## config.mk

```make
export PLATFORM = sky130hd
export DESIGN_NAME = stepper_ramp_period_generator
export DESIGN_NICKNAME = d
export VERILOG_FILES = /design/src/rtl/srpg_pkg.sv /design/src/rtl/srpg_ctrl.sv /design/src/rtl/srpg_dp.sv /design/src/rtl/stepper_ramp_period_generator.sv
export SDC_FILE = /design/constraint.sdc
export NUM_CORES = 1
export LEC_CHECK = 0
export ABC_AREA = 1
export BUFFER_PORTS_ARGS = -buffer_cell sky130_fd_sc_hd__buf_2
export CAP_MARGIN = 20
export CORE_MARGIN = 2
export CORE_UTILIZATION = 37
export CTS_CLUSTER_SIZE = 28
export DETAILED_ROUTE_END_ITERATION = 7
export PLACE_DENSITY = 0.63
export SLEW_MARGIN = 20
export SYNTH_ARGS = -nofsm -noshare
export SYNTH_HDL_FRONTEND = slang
export SYNTH_SLANG_ARGS = --single-unit
```

## constraint.sdc

```tcl
create_clock -name clk -period 14.8 [get_ports clk]
set_input_delay 2.22 -clock clk [delete_from_list [all_inputs] [get_ports clk]]
set_output_delay 2.22 -clock clk [all_outputs]
set_load 0.01 [all_outputs]
```

## src/rtl/srpg_pkg.sv

```systemverilog
`timescale 1ns / 1ps
// ----------------------------------------------------------------------------
// srpg_pkg
// Shared types and constant ramp tables for the stepper ramp period generator.
// ----------------------------------------------------------------------------
package srpg_pkg;

  localparam int PERIOD_W  = 16;
  localparam int COUNT_W   = 4;
  localparam int CFG_IDX_W = 1;
  localparam int CFG_W     = 16;
  localparam int OFF_W     = 15;
  localparam int RISE_W    = 15;
  localparam int SHIFT_W   = 4;
  localparam int PROD_W    = OFF_W + RISE_W;

  // configuration register indexes
  localparam logic [CFG_IDX_W-1:0] REG_FLIP_THRESHOLD = 1'd0;
  localparam logic [CFG_IDX_W-1:0] REG_STALL_LIMIT    = 1'd1;

  localparam logic [PERIOD_W-1:0] STOPPED_PERIOD      = 16'hFFFF;
  localparam logic [PERIOD_W-1:0] FLIP_THRESHOLD_RST  = 16'd2200;
  localparam logic [COUNT_W-1:0]  STALL_LIMIT_RST     = 4'd10;
  localparam logic [PERIOD_W-1:0] ACC_END_VALUE       = 16'd575;

  localparam int ACC_N = 13;
  localparam int DEC_N = 10;

  localparam logic [PERIOD_W-1:0] ACC_BOUND [ACC_N] = '{
    16'd15, 16'd31, 16'd63, 16'd127, 16'd255, 16'd511, 16'd1023, 16'd2047,
    16'd4095, 16'd8191, 16'd16383, 16'd32767, 16'd65535};
  localparam logic [PERIOD_W-1:0] ACC_VALUE [ACC_N] = '{
    16'd15, 16'd31, 16'd62, 16'd121, 16'd218, 16'd337, 16'd437, 16'd502,
    16'd538, 16'd557, 16'd567, 16'd572, 16'd575};
  // rise into segment i and log2 of its span (all acceleration spans are powers of two)
  localparam logic [RISE_W-1:0] ACC_RISE [ACC_N] = '{
    15'd0, 15'd16, 15'd31, 15'd59, 15'd97, 15'd119, 15'd100, 15'd65,
    15'd36, 15'd19, 15'd10, 15'd5, 15'd3};
  localparam logic [SHIFT_W-1:0] ACC_SHIFT [ACC_N] = '{
    4'd0, 4'd4, 4'd5, 4'd6, 4'd7, 4'd8, 4'd9, 4'd10, 4'd11, 4'd12, 4'd13, 4'd14, 4'd15};

  localparam logic [PERIOD_W-1:0] DEC_BOUND [DEC_N] = '{
    16'd2, 16'd64, 16'd320, 16'd448, 16'd512, 16'd544, 16'd560, 16'd568,
    16'd572, 16'd574};
  localparam logic [PERIOD_W-1:0] DEC_VALUE [DEC_N] = '{
    16'd2, 16'd65, 16'd462, 16'd1126, 16'd2398, 16'd4848, 16'd9459, 16'd17680,
    16'd31006, 16'd49602};
  // first segment spans 62 and rises 63: for offsets below 62 the quotient
  // is the offset itself, so it is carried as rise 1, shift 0
  localparam logic [RISE_W-1:0] DEC_RISE [DEC_N] = '{
    15'd0, 15'd1, 15'd397, 15'd664, 15'd1272, 15'd2450, 15'd4611, 15'd8221,
    15'd13326, 15'd18596};
  localparam logic [SHIFT_W-1:0] DEC_SHIFT [DEC_N] = '{
    4'd0, 4'd0, 4'd8, 4'd7, 4'd6, 4'd5, 4'd4, 4'd3, 4'd2, 4'd1};

  typedef struct packed {
    logic                 found;
    logic [PERIOD_W-1:0]  base_val;
    logic [PERIOD_W-1:0]  base_bnd;
    logic [RISE_W-1:0]    rise;
    logic [SHIFT_W-1:0]   sh;
  } seg_t;

  // controller to datapath commands
  typedef struct packed {
    logic cap;   // capture request
    logic seg;   // state read, mode decision, segment search
    logic mul;   // offset times rise
    logic fin;   // finish, update motor state, load result
  } srpg_cmd_t;

  function automatic seg_t acc_seg(input logic [PERIOD_W-1:0] cur);
    seg_t s;
    s = '0;
    for (int i = ACC_N - 1; i >= 1; i--) begin
      if (cur < ACC_BOUND[i]) begin
        s.found    = 1'b1;
        s.base_val = ACC_VALUE[i-1];
        s.base_bnd = ACC_BOUND[i-1];
        s.rise     = ACC_RISE[i];
        s.sh       = ACC_SHIFT[i];
      end
    end
    return s;
  endfunction

  function automatic seg_t dec_seg(input logic [PERIOD_W-1:0] cur);
    seg_t s;
    s = '0;
    for (int i = DEC_N - 1; i >= 1; i--) begin
      if (cur < DEC_BOUND[i]) begin
        s.found    = 1'b1;
        s.base_val = DEC_VALUE[i-1];
        s.base_bnd = DEC_BOUND[i-1];
        s.rise     = DEC_RISE[i];
        s.sh       = DEC_SHIFT[i];
      end
    end
    return s;
  endfunction

endpackage

```

## src/rtl/srpg_ctrl.sv

```systemverilog
`timescale 1ns / 1ps
// ----------------------------------------------------------------------------
// srpg_ctrl
// Sequencer: walks one request through segment search, multiply and finish.
// ----------------------------------------------------------------------------
module srpg_ctrl
  import srpg_pkg::*;
(
  input  logic      clk,
  input  logic      rst_n,
  input  logic      in_valid,
  output logic      in_stall,
  output logic      out_valid,
  input  logic      out_stall,
  output srpg_cmd_t cmd
);

  localparam logic [1:0] ST_IDLE = 2'd0;
  localparam logic [1:0] ST_SEG  = 2'd1;
  localparam logic [1:0] ST_MUL  = 2'd2;
  localparam logic [1:0] ST_FIN  = 2'd3;

  logic [1:0] state_r, state_nxt;
  logic       out_valid_r, out_valid_nxt;
  logic       slot_free;

  assign slot_free = !out_valid_r || !out_stall;

  always_comb begin
    state_nxt = state_r;
    cmd       = '0;
    unique case (state_r)
      ST_IDLE: begin
        if (in_valid) begin
          cmd.cap   = 1'b1;
          state_nxt = ST_SEG;
        end
      end
      ST_SEG: begin
        cmd.seg   = 1'b1;
        state_nxt = ST_MUL;
      end
      ST_MUL: begin
        cmd.mul   = 1'b1;
        state_nxt = ST_FIN;
      end
      ST_FIN: begin
        if (slot_free) begin
          cmd.fin   = 1'b1;
          state_nxt = ST_IDLE;
        end
      end
      default: state_nxt = ST_IDLE;
    endcase
  end

  always_comb begin
    out_valid_nxt = out_valid_r;
    if (out_valid_r && !out_stall) out_valid_nxt = 1'b0;
    if (cmd.fin) out_valid_nxt = 1'b1;
  end

  always_ff @(posedge clk) begin
    if (!rst_n) begin
      state_r     <= ST_IDLE;
      out_valid_r <= 1'b0;
    end else begin
      state_r     <= state_nxt;
      out_valid_r <= out_valid_nxt;
    end
  end

  assign in_stall  = (state_r != ST_IDLE);
  assign out_valid = out_valid_r;

endmodule

```

## src/rtl/srpg_dp.sv

```systemverilog
`timescale 1ns / 1ps
// ----------------------------------------------------------------------------
// srpg_dp
// Datapath: per-motor state, table interpolation, stall rule and clamping.
// ----------------------------------------------------------------------------
module srpg_dp
  import srpg_pkg::*;
#(
  parameter int MOTOR_COUNT = 4
) (
  input  logic                  clk,
  input  logic                  rst_n,
  input  srpg_cmd_t             cmd,
  input  logic                  cfg_wr_en,
  input  logic [CFG_IDX_W-1:0]  cfg_index,
  input  logic [CFG_W-1:0]      cfg_data,
  input  logic [1:0]            in_motor_index,
  input  logic [PERIOD_W-1:0]   in_target_period,
  input  logic                  in_target_direction,
  output logic [PERIOD_W-1:0]   out_next_period,
  output logic                  out_direction_now,
  output logic                  out_pin_level,
  output logic                  out_flipped
);

  localparam logic [2:0] MODE_OOB  = 3'd0;  // motor index beyond the store
  localparam logic [2:0] MODE_HOLD = 3'd1;  // at target
  localparam logic [2:0] MODE_DEC  = 3'd2;  // slowing toward target
  localparam logic [2:0] MODE_ACC  = 3'd3;  // speeding toward target
  localparam logic [2:0] MODE_FLIP = 3'd4;  // slow enough, flip now
  localparam logic [2:0] MODE_SLOW = 3'd5;  // too fast to flip, brake

  // configuration
  logic [PERIOD_W-1:0] flip_thr_r;
  logic [COUNT_W-1:0]  stall_lim_r;

  // per-motor state
  logic [PERIOD_W-1:0] period_r [MOTOR_COUNT];
  logic                dir_r    [MOTOR_COUNT];
  logic [COUNT_W-1:0]  cnt_r    [MOTOR_COUNT];

  // captured request
  logic [1:0]          motor_r;
  logic [PERIOD_W-1:0] tp_r;
  logic                td_r;

  // segment stage
  logic [PERIOD_W-1:0] cur_r, beyond_r, base_val_r;
  logic                dir_cur_r, found_r;
  logic [COUNT_W-1:0]  cnt_cur_r;
  logic [2:0]          mode_r;
  logic [OFF_W-1:0]    off_r;
  logic [RISE_W-1:0]   rise_r;
  logic [SHIFT_W-1:0]  sh_r;

  // multiply stage
  logic [PROD_W-1:0]   prod_r;

  // result
  logic [PERIOD_W-1:0] res_period_r;
  logic                res_dir_r, res_pin_r, res_flip_r;

  always_ff @(posedge clk) begin
    if (!rst_n) begin
      flip_thr_r  <= FLIP_THRESHOLD_RST;
      stall_lim_r <= STALL_LIMIT_RST;
    end else if (cfg_wr_en) begin
      unique case (cfg_index)
        REG_FLIP_THRESHOLD: flip_thr_r  <= cfg_data;
        REG_STALL_LIMIT:    stall_lim_r <= cfg_data[COUNT_W-1:0];
        default: ;
      endcase
    end
  end

  always_ff @(posedge clk) begin
    if (cmd.cap) begin
      motor_r <= in_motor_index;
      tp_r    <= in_target_period;
      td_r    <= in_target_direction;
    end
  end

  // ---- segment stage ----
  logic [PERIOD_W-1:0] rd_period, clamped, beyond;
  logic                rd_dir, oob, use_dec;
  logic [COUNT_W-1:0]  rd_cnt;
  logic [2:0]          mode;
  logic [PERIOD_W-1:0] off_full;
  seg_t                seg;

  always_comb begin
    rd_period = STOPPED_PERIOD;
    rd_dir    = 1'b0;
    rd_cnt    = '0;
    for (int i = 0; i < MOTOR_COUNT; i++) begin
      if (int'(motor_r) == i) begin
        rd_period = period_r[i];
        rd_dir    = dir_r[i];
        rd_cnt    = cnt_r[i];
      end
    end
    oob = int'(motor_r) >= MOTOR_COUNT;

    if (oob)                        mode = MODE_OOB;
    else if (rd_dir == td_r) begin
      if (rd_period < tp_r)         mode = MODE_DEC;
      else if (rd_period > tp_r)    mode = MODE_ACC;
      else                          mode = MODE_HOLD;
    end
    else if (rd_period >= flip_thr_r) mode = MODE_FLIP;
    else                            mode = MODE_SLOW;

    use_dec = (mode == MODE_DEC) || (mode == MODE_SLOW);
    if (use_dec) begin
      clamped = (rd_period < DEC_BOUND[0]) ? DEC_BOUND[0] : rd_period;
      seg     = dec_seg(clamped);
    end else begin
      clamped = (rd_period < ACC_BOUND[0]) ? ACC_BOUND[0] : rd_period;
      seg     = acc_seg(clamped);
    end
    off_full = clamped - seg.base_bnd;

    if (mode == MODE_DEC)       beyond = tp_r;
    else if (mode == MODE_SLOW) beyond = STOPPED_PERIOD;
    else                        beyond = ACC_END_VALUE;
  end

  always_ff @(posedge clk) begin
    if (cmd.seg) begin
      cur_r      <= rd_period;
      dir_cur_r  <= rd_dir;
      cnt_cur_r  <= rd_cnt;
      mode_r     <= mode;
      found_r    <= seg.found;
      base_val_r <= seg.base_val;
      rise_r     <= seg.rise;
      sh_r       <= seg.sh;
      off_r      <= off_full[OFF_W-1:0];
      beyond_r   <= beyond;
    end
  end

  // ---- multiply stage ----
  always_ff @(posedge clk) begin
    if (cmd.mul) prod_r <= PROD_W'(off_r) * PROD_W'(rise_r);
  end

  // ---- finish stage ----
  logic [PERIOD_W-1:0] interp, nudged, fin_period;
  logic [COUNT_W-1:0]  fin_cnt, stall_cnt;
  logic                fin_flip, fin_dir, fin_pin, up;

  always_comb begin
    interp = found_r ? (base_val_r + PERIOD_W'(prod_r >> sh_r)) : beyond_r;
    up     = (mode_r != MODE_ACC);

    // no-progress rule: nudge by one once the count reaches the limit
    nudged    = interp;
    stall_cnt = '0;
    if (interp == cur_r) begin
      if (cnt_cur_r == stall_lim_r) begin
        nudged    = up ? (interp + 16'd1) : (interp - 16'd1);
        stall_cnt = '0;
      end else begin
        stall_cnt = cnt_cur_r + 4'd1;
      end
    end

    fin_period = tp_r;
    fin_cnt    = cnt_cur_r;
    fin_flip   = 1'b0;
    unique case (mode_r)
      MODE_OOB: fin_period = STOPPED_PERIOD;
      MODE_HOLD: fin_period = tp_r;
      MODE_DEC: begin
        fin_period = (nudged > tp_r) ? tp_r : nudged;
        fin_cnt    = stall_cnt;
      end
      MODE_ACC: begin
        fin_period = (nudged < tp_r) ? tp_r : nudged;
        fin_cnt    = stall_cnt;
      end
      MODE_FLIP: begin
        fin_period = (interp < tp_r) ? tp_r : interp;
        fin_flip   = 1'b1;
      end
      MODE_SLOW: begin
        fin_cnt = stall_cnt;
        if (nudged > flip_thr_r) begin
          fin_period = flip_thr_r;
          fin_flip   = 1'b1;
        end else begin
          fin_period = nudged;
        end
      end
      default: fin_period = STOPPED_PERIOD;
    endcase

    fin_dir = (mode_r == MODE_OOB) ? 1'b0 : (fin_flip ? td_r : dir_cur_r);
    // pin is inverted on even motors
    fin_pin = (mode_r == MODE_OOB) ? 1'b0 : (motor_r[0] ? fin_dir : ~fin_dir);
  end

  always_ff @(posedge clk) begin
    for (int i = 0; i < MOTOR_COUNT; i++) begin
      if (!rst_n) begin
        period_r[i] <= STOPPED_PERIOD;
        dir_r[i]    <= 1'b0;
        cnt_r[i]    <= '0;
      end else if (cmd.fin && (mode_r != MODE_OOB) && (int'(motor_r) == i)) begin
        period_r[i] <= fin_period;
        dir_r[i]    <= fin_dir;
        cnt_r[i]    <= fin_cnt;
      end
    end
  end

  always_ff @(posedge clk) begin
    if (cmd.fin) begin
      res_period_r <= fin_period;
      res_dir_r    <= fin_dir;
      res_pin_r    <= fin_pin;
      res_flip_r   <= fin_flip && (mode_r != MODE_OOB);
    end
  end

  assign out_next_period   = res_period_r;
  assign out_direction_now = res_dir_r;
  assign out_pin_level     = res_pin_r;
  assign out_flipped       = res_flip_r;

endmodule

```

## src/rtl/stepper_ramp_period_generator.sv

```systemverilog
`timescale 1ns / 1ps
// ----------------------------------------------------------------------------
// stepper_ramp_period_generator
// Four-motor stepper ramp generator: next step period by table interpolation.
// ----------------------------------------------------------------------------
//
//   channel  direction  handshake           payload
//   in_      request    in_valid/in_stall   motor index, target period, direction
//   out_     result     out_valid/out_stall next period, direction, pin, flipped
//   cfg_     write      cfg_wr_en           cfg_index, cfg_data
//
// one request steps through accept, segment search, multiply and finish, with
// a single multiplier stage and a shared per-motor state update
// the next request is accepted in the cycle after the result is loaded, even
// while that result still waits on out_stall
// a result held by out_stall holds the finish stage only when a second result
// is ready; synchronous reset puts every motor at stopped (65535), direction 0
//
module stepper_ramp_period_generator
  import srpg_pkg::*;
#(
  parameter int MOTOR_COUNT = 4
) (
  input  logic                  clk,
  input  logic                  rst_n,
  // configuration
  input  logic                  cfg_wr_en,
  input  logic [CFG_IDX_W-1:0]  cfg_index,
  input  logic [CFG_W-1:0]      cfg_data,
  // step requests
  input  logic                  in_valid,
  output logic                  in_stall,
  input  logic [1:0]            in_motor_index,
  input  logic [PERIOD_W-1:0]   in_target_period,
  input  logic                  in_target_direction,
  // results
  output logic                  out_valid,
  input  logic                  out_stall,
  output logic [PERIOD_W-1:0]   out_next_period,
  output logic                  out_direction_now,
  output logic                  out_pin_level,
  output logic                  out_flipped
);

  srpg_cmd_t cmd;

  // sequencer
  srpg_ctrl u_ctrl (
    .clk       (clk),
    .rst_n     (rst_n),
    .in_valid  (in_valid),
    .in_stall  (in_stall),
    .out_valid (out_valid),
    .out_stall (out_stall),
    .cmd       (cmd)
  );

  // per-motor state and interpolation datapath
  srpg_dp #(
    .MOTOR_COUNT (MOTOR_COUNT)
  ) u_dp (
    .clk                 (clk),
    .rst_n               (rst_n),
    .cmd                 (cmd),
    .cfg_wr_en           (cfg_wr_en),
    .cfg_index           (cfg_index),
    .cfg_data            (cfg_data),
    .in_motor_index      (in_motor_index),
    .in_target_period    (in_target_period),
    .in_target_direction (in_target_direction),
    .out_next_period     (out_next_period),
    .out_direction_now   (out_direction_now),
    .out_pin_level       (out_pin_level),
    .out_flipped         (out_flipped)
  );

  // only one request in flight
  a_one_in_flight: assert property (@(posedge clk) disable iff (!rst_n)
    (in_valid && !in_stall) |=> in_stall)
    else $error("second request accepted while one is in flight");

  // sequencer steps are exclusive
  a_cmd_exclusive: assert property (@(posedge clk) disable iff (!rst_n)
    $onehot0({cmd.cap, cmd.seg, cmd.mul, cmd.fin}))
    else $error("more than one sequencer step active");

  // a finished request shows up as a valid result
  a_fin_to_out: assert property (@(posedge clk) disable iff (!rst_n)
    cmd.fin |=> out_valid)
    else $error("finished request not presented");

  // finishing never overwrites a result that is still stalled
  a_no_overwrite: assert property (@(posedge clk) disable iff (!rst_n)
    cmd.fin |-> (!out_valid || !out_stall))
    else $error("result overwritten while stalled");

endmodule
```

### Word level (Yosys, flattened, before mapping)

Memories as Yosys holds them, arrays and structs flattened.
Cells that the tools add are included.

| operators by class | value |
|---|---|
| add/sub/neg operators | 5 |
| multipliers | 1 |
| order comparisons | 30 |
| eq/ne operators | 19 |
| shifts and indexed selects | 1 |
| mux-type cells | 96 |
| bitwise logic cells | 14 |
| reductions and logical operators | 21 |

Operators with widths:

| operator | count |
|---|---|
| two-way mux 52 bit | 22 |
| two-way mux 16 bit | 20 |
| less-than comparator 16 x 10 -> 1 bit, second input constant | 7 |
| case mux 16 bit (5 select lines) | 1 |
| > comparator 16 bit | 3 |
| less-than comparator 16 bit | 3 |
| less-than comparator 16 x 9 -> 1 bit, second input constant | 3 |
| two-way mux 4 bit | 11 |
| two-way mux 1 bit | 34 |
| less-than comparator 16 x 7 -> 1 bit, second input constant | 2 |
| multiplier 15 x 15 -> 30 bit | 1 |
| right shift 30 x 4 -> 16 bit | 1 |
| adder 16 x 1 -> 16 bit, second input constant | 1 |
| adder 16 bit | 1 |
| equality test 16 bit | 1 |
| greater-or-equal comparator 16 bit | 1 |
| less-than comparator 16 x 11 -> 1 bit, second input constant | 1 |
| less-than comparator 16 x 12 -> 1 bit, second input constant | 1 |
| less-than comparator 16 x 13 -> 1 bit, second input constant | 1 |
| less-than comparator 16 x 14 -> 1 bit, second input constant | 1 |
| less-than comparator 16 x 15 -> 1 bit, second input constant | 1 |
| less-than comparator 16 bit, second input constant | 1 |
| less-than comparator 16 x 2 -> 1 bit, second input constant | 1 |
| less-than comparator 16 x 4 -> 1 bit, second input constant | 1 |
| 32 further kinds | 67 |

| word-level totals | value |
|---|---|
| bits in registers | 182 |
| bits in writable memories | 84 |
| input bits | 41 |
| output and inout bits | 21 |
| logic and storage cells | 212 |
| memories kept | 3 |

Memories:

| memory | depth | width | read ports | clocked after Yosys merged registers in | write ports | line | source |
|---|---|---|---|---|---|---|---|
| u_dp.period_r | 4 | 16 | 4 | 0 | 4 | srpg_dp.sv:38 | `logic [PERIOD_W-1:0] period_r [MOTOR_COUNT];` |
| u_dp.cnt_r | 4 | 4 | 4 | 0 | 4 | srpg_dp.sv:40 | `logic [COUNT_W-1:0] cnt_r [MOTOR_COUNT];` |
| u_dp.dir_r | 4 | 1 | 4 | 0 | 4 | srpg_dp.sv:39 | `logic dir_r [MOTOR_COUNT];` |

### Depth between registers and ports, before layout

| logic depth | value |
|---|---|
| depth after elaboration | 22 |
| depth in mapped cells | 49 |

### Cells and area by module

From an unflattened synthesis, not the netlist that was laid out.

| unflattened totals | value |
|---|---|
| cell total of the unflattened synthesis | 3215 |
| area total of the unflattened synthesis | 25330.5 um^2 |

By module, submodules not included:

| module | instances | cells each | area an instance (um^2) | seq. area each (um^2) |
|---|---|---|---|---|
| srpg_dp | 1 | 3184 | 25099.1 | 7627.3 |
| srpg_ctrl | 1 | 31 | 231.5 | 60.1 |

### Worst setup path after synthesis

Ideal clock, no wire load.

| timing path | value |
|---|---|
| path kind | register -> register |
| start point | register u_dp.sh_r[0] |
| end point | memory u_dp.period_r[0][15], data pin |
| library setup time | 0.271 ns |
| data arrival time | 6.135 ns |
| data required time | 14.529 ns |
| path slack | 8.393 ns |
| stages on the path, launching flop included | 47 |
| period minus slack after synthesis | 6.407 ns |
| path through | edfxtp_1 -> inv_2 -> clkbuf_1 -> clkbuf_1 -> nand2_1 -> nand3_1 -> o21ai_0 -> nand2_1 -> nand2_1 -> o21ai_0 -> ha_1 -> inv_1 -> fa_1 -> inv_1 -> nand3_1 -> nand2_1 -> nand2_1 -> nand3_1 -> [11 not listed] -> nand2_1 -> nand2_1 -> nand4_1 -> nand2_1 -> inv_1 -> ha_1 -> nand4_1 -> inv_1 -> a21oi_1 -> nand2_1 -> nand2_1 -> clkbuf_1 -> inv_1 -> clkbuf_1 -> nand3_1 -> nand4_1 -> a21oi_1 -> nand3_1 |

RTL lines:

| item | line | source |
|---|---|---|
| start, declared | srpg_dp.sv:54 | `logic [SHIFT_W-1:0] sh_r;` |
| start signal, assigned | srpg_dp.sv:138 | `sh_r <= seg.sh;` |
| end, declared | srpg_dp.sv:38 |  |

==> impl_summary.log <==
INFO  metric tritoncts = done
INFO  metric maxClockFrequency = roughly 0.10 GHz
INFO  metric avgRoutedWirePerCell = 18.1 um
INFO  metric globalplace.congestion = around 1
INFO  metric worst_ep_arrival_time = between 10 and 15 ns
INFO  metric ff_latch_area = 7690 um2
INFO  metric floorplan.die.height = ~270 um
INFO  metric layout.cell_area.non_filler = 28,400 um2
INFO  metric antenna_found_initial = 0
INFO  metric skew = between 0.04 and 0.05 ns
INFO  metric multi_input_area = 15,900 um2
INFO  metric cts.repair_timing.setup_buffer_count = 0
INFO  metric crit_path_frequent_cell = sky130_fd_sc_hd__nand2_1
INFO  metric setup_viol = 0
INFO  metric die_width = between 200 and 300 um
INFO  metric synth_seq_area_share = between 20% and 30%
INFO  metric clock_sinks = ~260
INFO  metric clk_path_buf_depth = 3
INFO  metric total_via_count_after_detailed_routing = around 23,000
INFO  metric final_layout_size_suffix_gt1_share = under 10%
INFO  metric syn_inst = roughly 3,300
INFO  metric hold_path_startpoint = u_dp.dir_r[2]$_DFF_P_
INFO  metric tightestPinTransition = 1.10 ns
INFO  metric drt_pre_antenna_iters = 6
INFO  metric maxSlewViolCount = 0
INFO  metric std_cell_rows = 97
INFO  metric drt_iter0_drc = 2,079
INFO  metric clk_transition_reported_paths = about 0.060 ns
INFO  metric grt_max_degree = about 70
INFO  metric setup_tns = 0 ns
INFO  metric place.port_buffers = around 60
INFO  metric holdCritPathClass = reg -> reg
INFO  metric ys.warnings.count = 0
INFO  metric place.detailed.hpwl = 60,200 um
INFO  metric crit_slowest_cell = sky130_fd_sc_hd__edfxtp_1
INFO  metric route.detailed.drc = 0
INFO  metric h-tree-depth = 1
INFO  metric diodes = 0
INFO  metric grt_pass1_vias = 22,421
INFO  metric cts.repair.resized = 0
INFO  metric global_route.usage.total = approximately a fifth
INFO  metric die-area = ~73,000 um2
INFO  metric worst_setup_path_start_kind = flip-flop
INFO  metric io_pins = 62
INFO  metric status = finished, final reports clean
INFO  metric drt-vias-per-instance = 5.27
INFO  metric root_buffer = sky130_fd_sc_hd__clkbuf_16
INFO  metric nNetsFinal = 3,769
INFO  metric max_slew_margin = 26.7%
INFO  metric rr_startpoint = u_dp.sh_r[1]$_DFFE_PN_
INFO  metric postSynth.topFlopCell = sky130_fd_sc_hd__edfxtp_1
INFO  metric postRouteAntennaNets = 0
INFO  metric postSynthAreaPerCell = around 7.9 um2
INFO  metric fin_crit_sh = about two thirds
INFO  metric cp_data_required_time = 15.12 ns
INFO  metric fin_crit = just under 10 ns
INFO  metric synth.net_count = 3,755
INFO  metric synth_edf_count = 240
INFO  metric areaGrowthSynthToFinish = 8.61%
INFO  metric worst_hold_path.num_cells = 2
INFO  metric n_fill_cell = 7,134
INFO  metric final_wirelength = 77,900 um
INFO  metric crit_path_start = u_dp.sh_r[1]$_DFFE_PN_
INFO  metric maxCapViolations = 0
INFO  metric rsz0062_at_grt = false
INFO  metric worst_hold_slack = 0.496 ns
INFO  metric core_area = 70,000 um2
INFO  metric cts_hold_repair.buffers = 0
INFO  metric critical-path-max-stage-delay = a little under 0.9 ns
INFO  metric grt_first_pass_wirelength = approximately 120,000 um
INFO  metric finalHoldViolations = 0
INFO  metric synth_async_sr_flop_share = 0%
INFO  metric dpl_cell_area = 27,400 um2
INFO  metric cts_made_buffers = 30
INFO  metric r2r_cells = 39
INFO  metric criticalPathCategory = reg -> reg
INFO  metric clock_insertion_delay_worst_skew = 0.60 ns
INFO  metric syn_area = around 26,000 um2
INFO  metric crit_path_end_kind = flip-flop
INFO  metric start_util = a little under two fifths
INFO  metric critPathMaxFanout = 32
INFO  metric ys_types = roughly 70
INFO  metric gr-total-overflow = 0
INFO  metric synth_seq_cells = 264
-- sequential cells by signal, summed over array words and instances, names as in the netlist, 14 cells and up --
| name | flops |
|---|---|
| u_dp.base_val_r | 14 |
| u_dp.beyond_r | 16 |
| u_dp.cnt_r | 16 |
| u_dp.cur_r | 16 |
| u_dp.flip_thr_r | 16 |
| u_dp.off_r | 15 |
| u_dp.out_next_period | 16 |
| u_dp.period_r | 64 |
| u_dp.prod_r | 30 |
| u_dp.rise_r | 15 |
| u_dp.tp_r | 16 |
-- metal layers --
metal	track usage [%]	up-vias	routed length (um)
met2	35.3	798	35800
met3	2.78	132	5660
li1	-	10860	-
met4	6.75	0	2570
met5	0	-	0
met1	29.1	10862	33800
-- placed cells by master, fill, tap and decap left out, types with 8 or more instances in the layout --
cell and count:
sky130_fd_sc_hd__a21oi_1 155, sky130_fd_sc_hd__a31oi_1 8, sky130_fd_sc_hd__buf_2 61, sky130_fd_sc_hd__buf_4 16, sky130_fd_sc_hd__clkbuf_16 30, sky130_fd_sc_hd__dfxtp_1 24, sky130_fd_sc_hd__edfxtp_1 240, sky130_fd_sc_hd__fa_1 170
sky130_fd_sc_hd__ha_1 224, sky130_fd_sc_hd__inv_1 573, sky130_fd_sc_hd__inv_2 12, sky130_fd_sc_hd__nand2_1 855, sky130_fd_sc_hd__nand2_2 10, sky130_fd_sc_hd__nand3_1 279, sky130_fd_sc_hd__nand3_2 10, sky130_fd_sc_hd__nand4_1 49
sky130_fd_sc_hd__nor2_1 159, sky130_fd_sc_hd__nor2_2 20, sky130_fd_sc_hd__nor3_1 23, sky130_fd_sc_hd__o2111ai_1 15, sky130_fd_sc_hd__o211ai_1 12, sky130_fd_sc_hd__o21ai_0 178, sky130_fd_sc_hd__o21ai_1 8, sky130_fd_sc_hd__o21bai_1 17
sky130_fd_sc_hd__or2_2 18, sky130_fd_sc_hd__xnor2_1 16, sky130_fd_sc_hd__xor2_1 44
-- cell families (layout without fill, tap and decap cells) --
kind of cell               Yosys count  in the layout  share of synthesized area [%]
buffers and inverters              684            721                           10.1
and+or+nand+nor                   1460           1460                           24.5
DFF                                264            264                           29.4
AOI/OAI and AO/OA                  450            450                           10.0
adders and majority gates          395            395                           23.8
muxes                                5              5                          0.191
xor gates and xnor gates            61             61                           2.07
-- critical path, delay by kind of cell (launching register included) --
kind | cells | cell delay (ns)
and+or+nand+nor | 19 | 3.82
AOI/OAI and AO/OA | 10 | 1.86
buffers and inverters | 5 | 1.43
adders and majority gates | 4 | 1.42
DFF | 1 | 0.88
xor gates and xnor gates | 1 | 0.18
-- layout make-up --
cell class	instances	share of cell area, %
clock inverter	21	0.929
clock buffer	34	2.70
sequential	264	27.1
inverter	589	7.79
tap	940	4.14
multi-input combinational	2371	55.9
timing repair buffer	77	1.50
-- through the flow --
stage | utilization (%) | setup WS [ns] | std cells
after floorplan | - | 8.39 | 3319
after global placement | 39.1 | 5.28 | 4241
after detailed placement | 39.1 | 5.27 | 4241
after CTS | 40.6 | 5.29 | 4296
after global routing | 40.6 | 4.14 | 4296
final | 40.6 | 4.90 | 4296
-- cell usage after synthesis, drive strengths merged, types with 5 or more instances --
library cell / instances / area (um2)
a21oi: 159 / 815
a31oi: 9 / 62.6
buf: 26 / 165
clkbuf: 69 / 259
dfxtp: 24 / 480
edfxtp: 240 / 7210
fa: 170 / 3400
ha: 225 / 2820
inv: 586 / 2200
mux2i: 5 / 50.1
nand2: 868 / 3310
nand3: 289 / 1500
nand3b: 5 / 37.5
nand4: 54 / 387
nor2: 187 / 811
nor3: 29 / 184
o2111ai: 17 / 161
o211ai: 12 / 90.1
o21ai: 195 / 1020
o21bai: 18 / 139
o221ai: 5 / 43.8
o22ai: 8 / 63.8
or2: 21 / 131
xnor2: 16 / 140
xor2: 45 / 402
-- path summary, 6_finish.rpt --
path / endpoint / slack (ns)
setup / recovery: u_dp.period_r[1][11]$_SDFFCE_PN1P_ / 4.90
setup reg to reg: u_dp.period_r[1][11]$_SDFFCE_PN1P_ / 4.90
hold reg to reg: u_dp.dir_r[2]$_DFF_P_ / 0.50
hold / removal: u_dp.dir_r[2]$_DFF_P_ / 0.50
Power is not shown: default switching activity piles up to over one toggle a cycle in this logic, so the estimate is an artifact.
